## src/design/tbp_pkg.sv

```systemverilog
// Package for the tournament branch predictor.
// Holds the field widths, table geometry, shared types, opcode and register codes, and counter and history helpers.
// No dependencies; every other design file refers to it by scoped names.
package tbp_pkg;

    localparam int SLOT_W    = 3;
    localparam int LHIST_W   = 3;
    localparam int GHIST_W   = 6;
    localparam int HB_W      = 3;
    localparam int CTR_W     = 2;
    localparam int LIDX_W    = SLOT_W + LHIST_W;
    localparam int NUM_SLOTS = 1 << SLOT_W;
    localparam int APB_AW    = 3;
    localparam int APB_DW    = 32;
    localparam int IN_DW     = 8;
    localparam int OUT_DW    = 8;

    localparam logic [HB_W-1:0] MAX_GBITS = HB_W'(GHIST_W);
    localparam logic            OP_BRANCH = 1'b0;
    localparam logic            OP_CLEAR  = 1'b1;
    localparam logic            REG_HIST_BITS = 1'b0;
    localparam logic            REG_INIT_ONES = 1'b1;

    typedef struct packed {
        logic [HB_W-1:0] history_bits;
        logic            init_all_ones;
    } cfg_t;

    typedef struct packed {
        logic              en;
        logic [LIDX_W-1:0] addr;
        logic [CTR_W-1:0]  data;
    } tbl_wr_t;

    function automatic logic [CTR_W-1:0] sat_move(input logic [CTR_W-1:0] c, input logic up);
        logic [CTR_W-1:0] r;
        if (up)
        begin
            r = (c == {CTR_W{1'b1}}) ? c : c + CTR_W'(1);
        end
        else
        begin
            r = (c == '0) ? c : c - CTR_W'(1);
        end
        return r;
    endfunction

    function automatic logic [HB_W-1:0] eff_bits(input logic [HB_W-1:0] hb);
        logic [HB_W-1:0] p;
        p = hb;
        if (hb == '0)
        begin
            p = HB_W'(1);
        end
        else if (hb > MAX_GBITS)
        begin
            p = MAX_GBITS;
        end
        return p;
    endfunction

    function automatic logic [GHIST_W-1:0] gmask(input logic [HB_W-1:0] p);
        return ~({GHIST_W{1'b1}} << p);
    endfunction

endpackage

```

## src/design/tbp_apb_regs.sv

```systemverilog
// Configuration registers of the tournament branch predictor on an APB port.
// Holds the global history length and the clear fill select.
// Depends on tbp_pkg.
module tbp_apb_regs
(
    input  logic                       clk,
    input  logic                       rst_n,
    input  logic                       psel,
    input  logic                       penable,
    input  logic                       pwrite,
    input  logic [tbp_pkg::APB_AW-1:0] paddr,
    input  logic [tbp_pkg::APB_DW-1:0] pwdata,
    output logic [tbp_pkg::APB_DW-1:0] prdata,
    output logic                       pready,
    output tbp_pkg::cfg_t              cfg
);

    tbp_pkg::cfg_t cfg_reg;
    logic          wr_en;

    assign pready = 1'b1;
    assign wr_en  = psel && penable && pwrite;
    assign cfg    = cfg_reg;

    always_ff @(posedge clk or negedge rst_n)
    begin
        if (!rst_n)
        begin
            cfg_reg.history_bits  <= tbp_pkg::HB_W'(3);
            cfg_reg.init_all_ones <= 1'b0;
        end
        else if (wr_en)
        begin
            unique case (paddr[2])
                tbp_pkg::REG_HIST_BITS: cfg_reg.history_bits <= pwdata[tbp_pkg::HB_W-1:0];
                tbp_pkg::REG_INIT_ONES: cfg_reg.init_all_ones <= pwdata[0];
                default: ;
            endcase
        end
    end

    always_comb
    begin
        prdata = '0;
        unique case (paddr[2])
            tbp_pkg::REG_HIST_BITS: prdata[tbp_pkg::HB_W-1:0] = cfg_reg.history_bits;
            tbp_pkg::REG_INIT_ONES: prdata[0] = cfg_reg.init_all_ones;
            default: prdata = '0;
        endcase
    end

endmodule

```

## src/design/tbp_ctr_tbl.sv

```systemverilog
// One 64-entry table of 2-bit saturating counters with per-entry valid bits.
// An entry that is not valid reads as the fill value of the last clear.
// Depends on tbp_pkg.
module tbp_ctr_tbl
(
    input  logic                        clk,
    input  logic                        rst_n,
    input  logic                        rd_en,
    input  logic [tbp_pkg::LIDX_W-1:0]  rd_addr,
    input  tbp_pkg::tbl_wr_t            wr,
    input  logic                        clr,
    input  logic [tbp_pkg::CTR_W-1:0]   clr_fill,
    output logic [tbp_pkg::CTR_W-1:0]   rd_data
);

    localparam int DEPTH = 1 << tbp_pkg::LIDX_W;

    logic [tbp_pkg::CTR_W-1:0] mem [DEPTH];
    logic [tbp_pkg::CTR_W-1:0] rd_mem_reg;
    logic [DEPTH-1:0]          vld_reg;
    logic                      rd_vld_reg;
    logic                      byp_reg;
    logic [tbp_pkg::CTR_W-1:0] byp_data_reg;
    logic [tbp_pkg::CTR_W-1:0] fill_reg;

    always_ff @(posedge clk)
    begin
        if (wr.en)
        begin
            mem[wr.addr] <= wr.data;
        end
        if (rd_en)
        begin
            rd_mem_reg <= mem[rd_addr];
            byp_data_reg <= clr ? clr_fill : wr.data;
        end
    end

    always_ff @(posedge clk or negedge rst_n)
    begin
        if (!rst_n)
        begin
            vld_reg    <= '0;
            rd_vld_reg <= 1'b0;
            byp_reg    <= 1'b0;
            fill_reg   <= '0;
        end
        else
        begin
            if (clr)
            begin
                vld_reg  <= '0;
                fill_reg <= clr_fill;
            end
            else if (wr.en)
            begin
                vld_reg[wr.addr] <= 1'b1;
            end
            if (rd_en)
            begin
                rd_vld_reg <= vld_reg[rd_addr];
                byp_reg    <= clr || (wr.en && (wr.addr == rd_addr));
            end
        end
    end

    assign rd_data = byp_reg ? byp_data_reg : (rd_vld_reg ? rd_mem_reg : fill_reg);

endmodule

```

## src/design/tournament_branch_predictor_core.sv

```systemverilog
// Top level of the tournament branch predictor: local, global and chooser tables.
// Items and results are registered; one item per cycle is sustained while m_tready is high.
// The table read is registered with the input item, then prediction and training complete.
// Reset clears histories, valid bits and control at once; no clearing pass is needed.
// Depends on tbp_pkg, tbp_apb_regs and tbp_ctr_tbl.
module tournament_branch_predictor_core
(
    input  logic                        clk,
    input  logic                        rst_n,
    input  logic                        psel,
    input  logic                        penable,
    input  logic                        pwrite,
    input  logic [tbp_pkg::APB_AW-1:0]  paddr,
    input  logic [tbp_pkg::APB_DW-1:0]  pwdata,
    output logic [tbp_pkg::APB_DW-1:0]  prdata,
    output logic                        pready,
    input  logic                        s_tvalid,
    output logic                        s_tready,
    input  logic [tbp_pkg::IN_DW-1:0]   s_tdata,   // pc[2:0], taken[3], zero fill
    input  logic                        s_tuser,   // opcode[0]
    output logic                        m_tvalid,
    input  logic                        m_tready,
    output logic [tbp_pkg::OUT_DW-1:0]  m_tdata    // predicted_taken[0], chose_global[1],
                                                   // correct[2], zero fill
);

    tbp_pkg::cfg_t cfg;

    logic                          s1_valid_reg;
    logic                          s1_op_reg;
    logic [tbp_pkg::SLOT_W-1:0]    s1_slot_reg;
    logic                          s1_taken_reg;
    logic [tbp_pkg::LHIST_W-1:0]   s1_lh_reg;
    logic [tbp_pkg::GHIST_W-1:0]   s1_gidx_reg;
    logic [tbp_pkg::GHIST_W-1:0]   ghist_reg;
    logic [tbp_pkg::GHIST_W-1:0]   ghist_next;
    logic [tbp_pkg::LHIST_W-1:0]   lhist_reg [tbp_pkg::NUM_SLOTS];
    logic [tbp_pkg::LHIST_W-1:0]   lh_next;
    logic                          m_valid_reg;
    logic [tbp_pkg::OUT_DW-1:0]    m_data_reg;

    logic                          accept;
    logic                          s1_adv;
    logic                          clr_adv;
    logic                          br_adv;
    logic [tbp_pkg::HB_W-1:0]      p;
    logic [tbp_pkg::GHIST_W-1:0]   gm;
    logic [tbp_pkg::SLOT_W-1:0]    in_pc;
    logic [tbp_pkg::GHIST_W-1:0]   gidx0;
    logic [tbp_pkg::LHIST_W-1:0]   lh0;
    logic [tbp_pkg::LHIST_W-1:0]   lh_fill;
    logic [tbp_pkg::CTR_W-1:0]     ctr_fill;

    logic [tbp_pkg::CTR_W-1:0]     l_ctr;
    logic [tbp_pkg::CTR_W-1:0]     g_ctr;
    logic [tbp_pkg::CTR_W-1:0]     ch_rd_data;
    logic [tbp_pkg::CTR_W-1:0]     ch_ctr;
    logic                          use_g;
    logic [tbp_pkg::CTR_W-1:0]     sel_ctr;
    logic                          pred;
    logic                          hit;
    tbp_pkg::tbl_wr_t              l_wr;
    tbp_pkg::tbl_wr_t              g_wr;
    tbp_pkg::tbl_wr_t              ch_wr;

    tbp_apb_regs u_regs
    (
        .clk     (clk),
        .rst_n   (rst_n),
        .psel    (psel),
        .penable (penable),
        .pwrite  (pwrite),
        .paddr   (paddr),
        .pwdata  (pwdata),
        .prdata  (prdata),
        .pready  (pready),
        .cfg     (cfg)
    );

    assign p        = tbp_pkg::eff_bits(cfg.history_bits);
    assign gm       = tbp_pkg::gmask(p);
    assign lh_fill  = cfg.init_all_ones ? {tbp_pkg::LHIST_W{1'b1}} : '0;
    assign ctr_fill = cfg.init_all_ones ? {tbp_pkg::CTR_W{1'b1}} : '0;

    assign s1_adv   = s1_valid_reg && (!m_valid_reg || m_tready);
    assign s_tready = !s1_valid_reg || s1_adv;
    assign accept   = s_tvalid && s_tready;
    assign clr_adv  = s1_adv && (s1_op_reg == tbp_pkg::OP_CLEAR);
    assign br_adv   = s1_adv && (s1_op_reg == tbp_pkg::OP_BRANCH);
    assign in_pc    = s_tdata[tbp_pkg::SLOT_W-1:0];

    assign ch_ctr  = ch_rd_data;
    assign use_g   = ch_ctr[tbp_pkg::CTR_W-1];
    assign sel_ctr = use_g ? g_ctr : l_ctr;
    assign pred    = sel_ctr[tbp_pkg::CTR_W-1];
    assign hit     = (pred == s1_taken_reg);

    assign lh_next = {s1_taken_reg, s1_lh_reg[tbp_pkg::LHIST_W-1:1]};

    always_comb
    begin
        if (s1_op_reg == tbp_pkg::OP_CLEAR)
        begin
            ghist_next = '0;
        end
        else
        begin
            ghist_next = ((tbp_pkg::GHIST_W'(s1_taken_reg) << (p - tbp_pkg::HB_W'(1)))
                         | (s1_gidx_reg >> 1)) & gm;
        end
    end

    assign gidx0 = (s1_adv ? ghist_next : ghist_reg) & gm;

    always_comb
    begin
        if (clr_adv)
        begin
            lh0 = lh_fill;
        end
        else if (br_adv && (s1_slot_reg == in_pc))
        begin
            lh0 = lh_next;
        end
        else
        begin
            lh0 = lhist_reg[in_pc];
        end
    end

    always_comb
    begin
        l_wr.en    = br_adv && !use_g;
        l_wr.addr  = {s1_slot_reg, s1_lh_reg};
        l_wr.data  = tbp_pkg::sat_move(l_ctr, s1_taken_reg);
        g_wr.en    = br_adv && use_g;
        g_wr.addr  = s1_gidx_reg;
        g_wr.data  = tbp_pkg::sat_move(g_ctr, s1_taken_reg);
        ch_wr.en   = br_adv;
        ch_wr.addr = s1_gidx_reg;
        ch_wr.data = tbp_pkg::sat_move(ch_ctr, use_g ? hit : !hit);
    end

    tbp_ctr_tbl u_local
    (
        .clk      (clk),
        .rst_n    (rst_n),
        .rd_en    (accept),
        .rd_addr  ({in_pc, lh0}),
        .wr       (l_wr),
        .clr      (clr_adv),
        .clr_fill (ctr_fill),
        .rd_data  (l_ctr)
    );

    tbp_ctr_tbl u_global
    (
        .clk      (clk),
        .rst_n    (rst_n),
        .rd_en    (accept),
        .rd_addr  (gidx0),
        .wr       (g_wr),
        .clr      (clr_adv),
        .clr_fill (ctr_fill),
        .rd_data  (g_ctr)
    );

    tbp_ctr_tbl u_chooser
    (
        .clk      (clk),
        .rst_n    (rst_n),
        .rd_en    (accept),
        .rd_addr  (gidx0),
        .wr       (ch_wr),
        .clr      (clr_adv),
        .clr_fill (ctr_fill),
        .rd_data  (ch_rd_data)
    );

    always_ff @(posedge clk)
    begin
        if (accept)
        begin
            s1_op_reg    <= s_tuser;
            s1_slot_reg  <= in_pc;
            s1_taken_reg <= s_tdata[tbp_pkg::SLOT_W];
            s1_lh_reg    <= lh0;
            s1_gidx_reg  <= gidx0;
        end
        if (s1_adv)
        begin
            if (s1_op_reg == tbp_pkg::OP_BRANCH)
            begin
                m_data_reg <= tbp_pkg::OUT_DW'({hit, use_g, pred});
            end
            else
            begin
                m_data_reg <= '0;
            end
        end
    end

    always_ff @(posedge clk or negedge rst_n)
    begin
        if (!rst_n)
        begin
            s1_valid_reg <= 1'b0;
            m_valid_reg  <= 1'b0;
            ghist_reg    <= '0;
            for (int i = 0; i < tbp_pkg::NUM_SLOTS; i++)
            begin
                lhist_reg[i] <= '0;
            end
        end
        else
        begin
            if (s_tready)
            begin
                s1_valid_reg <= s_tvalid;
            end
            if (s1_adv)
            begin
                m_valid_reg <= 1'b1;
                ghist_reg   <= ghist_next;
            end
            else if (m_tready)
            begin
                m_valid_reg <= 1'b0;
            end
            if (clr_adv)
            begin
                for (int i = 0; i < tbp_pkg::NUM_SLOTS; i++)
                begin
                    lhist_reg[i] <= lh_fill;
                end
            end
            else if (br_adv)
            begin
                lhist_reg[s1_slot_reg] <= lh_next;
            end
        end
    end

    assign m_tvalid = m_valid_reg;
    assign m_tdata  = m_data_reg;

    // A clear item reports all zeros and leaves the global history empty.
    a_clear_result: assert property (@(posedge clk) disable iff (!rst_n)
        clr_adv |=> (m_tdata == '0) && (ghist_reg == '0))
        else $error("clear item result or history not zero");

    // The correct flag agrees with the prediction and the outcome.
    a_correct_flag: assert property (@(posedge clk) disable iff (!rst_n)
        br_adv |=> m_tdata[2] == (m_tdata[0] == $past(s1_taken_reg)))
        else $error("correct flag inconsistent with prediction");

    // The global history never holds bits above the active length.
    a_ghist_mask: assert property (@(posedge clk) disable iff (!rst_n)
        s1_adv |=> (ghist_reg & ~$past(gm)) == '0)
        else $error("global history exceeds active length");

    // A branch item shifts its outcome into the top of its slot history.
    a_lhist_shift: assert property (@(posedge clk) disable iff (!rst_n)
        br_adv |=> lhist_reg[$past(s1_slot_reg)][tbp_pkg::LHIST_W-1] == $past(s1_taken_reg))
        else $error("local history not updated with outcome");

endmodule

```

## config.mk

```make
export PLATFORM = sky130hd
export DESIGN_NAME = tournament_branch_predictor_core
export DESIGN_NICKNAME = d
export VERILOG_FILES = /design/src/design/tbp_pkg.sv /design/src/design/tbp_apb_regs.sv /design/src/design/tbp_ctr_tbl.sv /design/src/design/tournament_branch_predictor_core.sv
export SDC_FILE = /design/constraint.sdc
export NUM_CORES = 1
export LEC_CHECK = 0
export BUFFER_PORTS_ARGS = -buffer_cell sky130_fd_sc_hd__buf_2
export CAP_MARGIN = 20
export CORE_MARGIN = 2
export CORE_UTILIZATION = 35
export DETAILED_ROUTE_END_ITERATION = 6
export PLACE_DENSITY = 0.5
export SLEW_MARGIN = 20
export SYNTH_ARGS = -nofsm -noshare
export SYNTH_HDL_FRONTEND = slang
export SYNTH_SLANG_ARGS = --single-unit
```

## constraint.sdc

```tcl
create_clock -name clk -period 6.5 [get_ports clk]
set_input_delay 1.3 -clock clk [delete_from_list [all_inputs] [get_ports clk]]
set_output_delay 1.3 -clock clk [all_outputs]
set_load 0.1 [all_outputs]
```

After elaboration in Yosys (flattened, before gate mapping):

Memories as Yosys holds them, arrays and structs flattened. A register that Yosys moved wholly into a read port is not among the register bits.
Cells that the tools add are included.

* reduce and logical (&&, ||, !) cells: 34
* muxes and demuxes: 62
* shifts and indexed selects: 2
* eq/ne operators: 7
* bitwise operators: 11
* $lt $le $gt $ge: 10
* add/sub/neg operators: 7

Operator list (count)
* 64-bit two-way mux: 6
* 64-bit bitwise OR: 3
* 24-bit two-way mux: 2
* 2-bit two-way mux: 21
* 6-bit by 7-bit < comparator with 1-bit output (second input constant): 4
* 24-bit bitwise mux: 1
* 3-bit two-way mux: 8
* 1-bit binary-select mux with 6-bit select: 3
* 1-bit logical AND: 15
* 1-bit two-way mux: 14
* 6-bit bitwise AND: 2
* 1-bit demux with 6-bit select: 2
* 6-bit equality test: 2
* 6-bit by 1-bit >= comparator with 1-bit output (second input constant): 2
* 6-bit two-way mux: 2
* 3-bit binary-select mux with 3-bit select: 1
* 3-bit demux with 3-bit select: 1
* 4-bit >= comparator (second input constant): 2
* 3-bit inverter with 4-bit output: 2
* 2-bit nonzero test: 4
* 2-bit by 1-bit adder with 2-bit output (second input constant): 3
* 2-bit equality test (second input constant): 3
* 2-bit zero test: 3
* 6-bit inverter: 1
* other kinds (15): 26

* flip-flop bits (word level): 264
* memories kept: 3
* bits of input ports: 51
* RAM bits: 384

Memory list
* u_chooser.mem: depth 64, width 2, rd ports 1, clocked after memory_dff 1, write ports 1, RTL line tbp_ctr_tbl.sv:18 `logic [tbp_pkg::CTR_W-1:0] mem [DEPTH];`
* u_global.mem: depth 64, width 2, rd ports 1, clocked after memory_dff 1, write ports 1, RTL line tbp_ctr_tbl.sv:18
* u_local.mem: depth 64, width 2, rd ports 1, clocked after memory_dff 1, write ports 1, RTL line tbp_ctr_tbl.sv:18

Depth between registers and ports, before layout:

* depth after elaboration: 13
* gate-level depth with buffers: 19

Hierarchy:

A second synthesis with hierarchy kept.

* cells, all modules: 2057
* area, all modules: 28382.2 um^2

By module, submodules not included
* tbp_ctr_tbl (u_chooser ...): seq. area each 5665.4 um^2, cells an instance 579, area an instance 8370.5 um^2, instances 2
* tbp_ctr_tbl (u_local): seq. area each 5665.4 um^2, cells an instance 578, area an instance 8361.8 um^2, instances 1
* tournament_branch_predictor_core: seq. area each 1311.3 um^2, cells an instance 276, area an instance 2829.0 um^2, instances 1
* tbp_apb_regs: seq. area each 102.6 um^2, cells an instance 45, area an instance 450.4 um^2, instances 1

Least setup slack after synthesis:

No wires, ideal clock.

* path kind: reg2reg
* start: register u_chooser.rd_vld_reg
* end: memory u_chooser.mem[0][1] in the netlist's numbering, data pin
* path slack: 1.959 ns
* buffers on the path: 0
* arrival: 3.829 ns
* required time: 5.788 ns
* stages on the path, launching flop included: 6
* period minus slack after synthesis: 4.541 ns
* setup time: 0.712 ns
* cells stage by stage: dfrtp_1 -> mux2i_1 -> o21ai_1 -> mux2i_1 -> xor2_1 -> o21ai_0

RTL lines
* start, declared: RTL line tbp_ctr_tbl.sv:21 `logic rd_vld_reg;`
* start signal, assigned: RTL line tbp_ctr_tbl.sv:61 `rd_vld_reg <= vld_reg[rd_addr];`
* end, declared: RTL line tbp_ctr_tbl.sv:18

Final worst setup path:

* start: register u_regs.cfg_reg (netlist bit u_regs.cfg[3])
* end: register u_global.rd_mem_reg[0] in the netlist's numbering, read port of u_global.mem, data pin

* cells in the longest elaborated chain, start to end: 10
* elaborated cells between the ends (all ways): 13
* classes of those cells: 1 x add/sub; 1 x order compare; 2 x shift; 4 x mux; 4 x bitwise; 1 x reduce/logical

RTL lines
* start, declared: RTL line tbp_apb_regs.sv:18 `tbp_pkg::cfg_t cfg_reg;`
* 3-bit > comparator: RTL line tbp_pkg.sv:55 `else if (hb > MAX_GBITS)`
* 3-bit two-way mux: RTL line tbp_pkg.sv:55
* 3-bit two-way mux (*): RTL line tbp_pkg.sv:51 `if (hb == '0)`
* 3-bit by 1-bit subtractor with 3-bit output: RTL line tournament_branch_predictor_core.sv:108 `ghist_next = ((tbp_pkg::GHIST_W'(s1_taken_reg) << (p - tbp_pkg::HB_W'(1)))`
* 1-bit by 3-bit left shift with 6-bit output: RTL line tournament_branch_predictor_core.sv:108
* 6-bit by 5-bit bitwise OR with 6-bit output: RTL line tournament_branch_predictor_core.sv:109 `| (s1_gidx_reg >> 1)) & gm;`
* 6-bit bitwise AND: RTL line tournament_branch_predictor_core.sv:109
* 6-bit two-way mux: RTL line tournament_branch_predictor_core.sv:102 `if (s1_op_reg == tbp_pkg::OP_CLEAR)`
* 6-bit two-way mux
* 6-bit bitwise AND (*): RTL line tournament_branch_predictor_core.sv:113 `assign gidx0 = (s1_adv ? ghist_next : ghist_reg) & gm;`
* end, declared: RTL line tbp_ctr_tbl.sv:19 `logic [tbp_pkg::CTR_W-1:0] rd_mem_reg;`

Every way passes the cells marked *; elsewhere a longest branch is shown, timed or not.
A chain may end at the register's enable or synchronous reset.

==> impl_metrics.yaml <==
placed_design:
  gp_congestion: 0.782
  postPlaceCellArea_um2: 29600
  hpwl_um: 46900
  place_ws_ns: 1.06
  io_buffer_count: 23
timing:
  hold_violations: 0
  finalSetupViolCount: 0
  slew_headroom_pct: 28.8
  final.hold.worst_slack_ns: 0.492
  setup-tns-final_ns: 0
  finClkSkew_ns: 0.0272
  grt_setup_unrepaired: "false"
  final_max_slew_viol_count: 0
  min_period_ns: 5.17
  fin_crit_sh_pct: 79.6
  setup_slack_ns: 1.33
  maxClockFrequency_mhz: 193
  worstMarginPinSlew_ns: 1.07
synth:
  ys_types: 71
  syn_area_um2: 28600
  synth_top_family_by_area: "simple AND/OR/NAND/NOR gates"
  ys_top_cells_by_area: "edfxtp_1 43%, dfrtp_1 20%, nor2_1 7.4%, nand2_1 5.0%, mux4_2 3.6%"
  syn_avg_cell_area_um2: 11.3
  synth-simple-area-share_pct: 16.6
  ys_seq_area_share_pct: 63.9
  synth_xor_area_share_pct: 0.398
  synth-adder-area-share_pct: 0.201
  synth_enable_flop_cells: 413
  synth_flop_cell: "edfxtp_1"
  synthMuxAreaShare_pct: 7.02
  synth-compound-area-share_pct: 7.90
  yosysWarnings: 0
  synth_top_area_share_pct: 43.3
  ys_seq_elements: 648
  synthArstFlopShare_pct: 36.3
  synthCells: 2526
  synth_top_area_cell: "edfxtp_1"
cts:
  hold_buffers: 0
  ctsResizeCount: 0
  cts_root_buf: "clkbuf_16"
  path_clk_slew_ns: 0.06
  post-cts-setup-buffer-count: 0
  cts_tree: "done"
  h-tree-depth: 3
  cts_made_buffers: 71
  clk_latency_ns: 0.63
  clock_sinks: 648
  cts_max_path_buffers: 3
routing:
  wl_per_cell_um: 21.2
  first_iter_violations: 1617
  dr_wl_met3_um: 3530
  wl_um: 76700
  vias_per_cell: 5.30
  drt-met1-wl_um: 33600
  dr.max_layer_used: "met4"
  first_pass_iters: 5
  routed-wl-met2_um: 37300
  drc: 0
  via_count: 19179
  ant_nets: 0
cells_and_area:
  antennaDiodeCount: 0
  fill_cells: 7789
  design_area_um2: 31800
  nNetsFinal: 2555
  syn2layout_area_growth_pct: 11.3
  regArea_um2: 18300
  layout-drive-gt1-share_pct: 9.77
  multiInputGateArea_um2: 9430
  top_regs: "u_chooser.mem x128, u_global.mem x128, u_local.mem x128"
pwr:
  p_per_area_nw_per_um2: 358
  static-leakage-power_nw: 12.2
  max-vdd-ir-drop_mv: 0.254
global_route:
  grt_start_max_net_pins: 173
  grt.total_usage_pct: 18.2
  grt_pass1_vias: 19497
  grt_overflow: 0
  grt_pass1_wl_um: 118000
  grt_antenna_before_repair: 0
die:
  start_util_pct: 35.5
  core-area_um2: 80700
  fp.dieH_um: 290
  die_w_um: 290
  dieArea_um2: 84100
  rows: 104
  io_pins: 94
setup_path:
  critPathMaxFanout: 88
  critPathKind: "reg2reg"
  required_ns: 6.99
  worstSetupEndpointType: "register"
  cp.arrival_ns: 5.66
  startpoint_type: "register"
run_status:
  status: "complete, no violations"
run:
  maxCapViolCount: 0
min_path:
  hold_class: "reg2reg"
[logic make-up (layout without fill, tap and decap cells)]
logic type / after synthesis / count (layout)
and+or+nand+nor: 1155 / 1155
other: 2 / 35
xor gates and xnor gates: 13 / 13
buffers and inverters: 217 / 218
DFF: 648 / 648
AOI/OAI and AO/OA: 345 / 345
muxes: 141 / 141
adders and majority gates: 5 / 5
[critical path, cell delays in order (launching register included)]
cell	delay, ns
dfrtp_1	0.71
nand2_1	0.18
nand2_1	0.18
inv_1	0.08
ha_1	0.31
nand2_1	0.08
or3_1	0.42
o221ai_1	0.50
nand2_4	0.13
inv_4	0.77
buf_4	0.42
nand2_1	0.08
and3_1	0.17
a311oi_1	0.39
o31ai_1	0.17
o22ai_1	0.28
a211o_1	0.14
[synthesized netlist by cell type, types with 12 or more instances]
master and count:
nand2b_1 15, mux2i_1 89, o21ai_0 43, o31ai_1 12, buf_1 13, a21oi_1 122
edfxtp_1 413, nand3_1 88, nor3_1 14, dfrtp_1 233, nor2_1 562, clkbuf_1 88
nand2_1 382, and3_1 45, buf_2 41, mux4_2 46, buf_4 46, a31oi_1 17
o211ai_1 12, a22oi_1 26, a311oi_1 43
[power by group]
part / switching (W) / internal [W] / total, W / leakage, nW
Clock: 0.00166 / 0.00224 / 0.00390 / 1.10
Combinational: 0.00172 / 0.000677 / 0.00240 / 4.10
Sequential: 0.000139 / 0.00495 / 0.00509 / 6.95
Total: 0.00352 / 0.00787 / 0.0114 / 12.2
[layout make-up]
cell class | instances | share of cell area [%]
Tap cell | 1060 | 4.16
Clock inverter | 26 | 0.656
Sequential cell | 648 | 57.4
Clock buffer | 106 | 6.44
Timing Repair Buffer | 67 | 1.46
Multi-Input combinational cell | 1694 | 29.6
Inverter | 19 | 0.247
[cells in the final DEF, fill, tap and decap left out, types with 11 or more instances in the layout]
master / synthesis / layout
nor2_1: 562 / 561
a21oi_1: 122 / 119
nor2b_1: 11 / 11
buf_4: 46 / 42
a31oi_1: 17 / 16
o31ai_1: 12 / 12
o211ai_1: 12 / 12
clkbuf_16: 0 / 73
buf_2: 41 / 23
a311oi_1: 43 / 43
inv_1: 11 / 11
dfrtp_1: 233 / 233
edfxtp_1: 413 / 413
a22oi_1: 26 / 26
clkbuf_1: 88 / 23
mux4_2: 46 / 46
nand3_1: 88 / 88
mux2i_1: 89 / 89
and3_1: 45 / 44
nand2_1: 382 / 381
o21ai_0: 43 / 42
conb_1: 2 / 35
nor3_1: 14 / 14
nand2b_1: 15 / 15
[metrics by stage]
| stage | utilization, % | power [W] | std cells |
|---|---|---|---|
| detailed placement | 36.7 | 0.00759 | 3488 |
| global route | 39.5 | 0.0119 | 3620 |
| CTS | 39.5 | 0.0115 | 3620 |
| finish | 39.5 | 0.0114 | 3620 |
| global placement | 36.7 | 0.00755 | 3487 |
| floorplan | - | 0.00681 | 2559 |
[metal layers]
layer	track usage [%]	up-vias
li1	-	8855
met1	24.0	9672
met2	30.7	515
met3	2.81	137
met4	6.15	0
met5	0	-
[path summary, 6_finish.rpt]
kind | from | to | slack (ns) | depth (start not counted)
min in group asynchronous | rst_n | u_global.vld_reg[33] | 0.63 | 1
min | u_chooser.vld_reg[5] | u_chooser.vld_reg[5] | 0.49 | 2
max in group asynchronous | rst_n | u_chooser.rd_vld_reg | 4.42 | 2
max | u_regs.cfg[3] | u_global.rd_mem_reg[0] | 1.33 | 16
min reg2reg | u_chooser.vld_reg[5] | u_chooser.vld_reg[5] | 0.49 | 2
max reg2reg | u_regs.cfg[3] | u_global.rd_mem_reg[0] | 1.33 | 16
(Power assumes the default switching activity.)
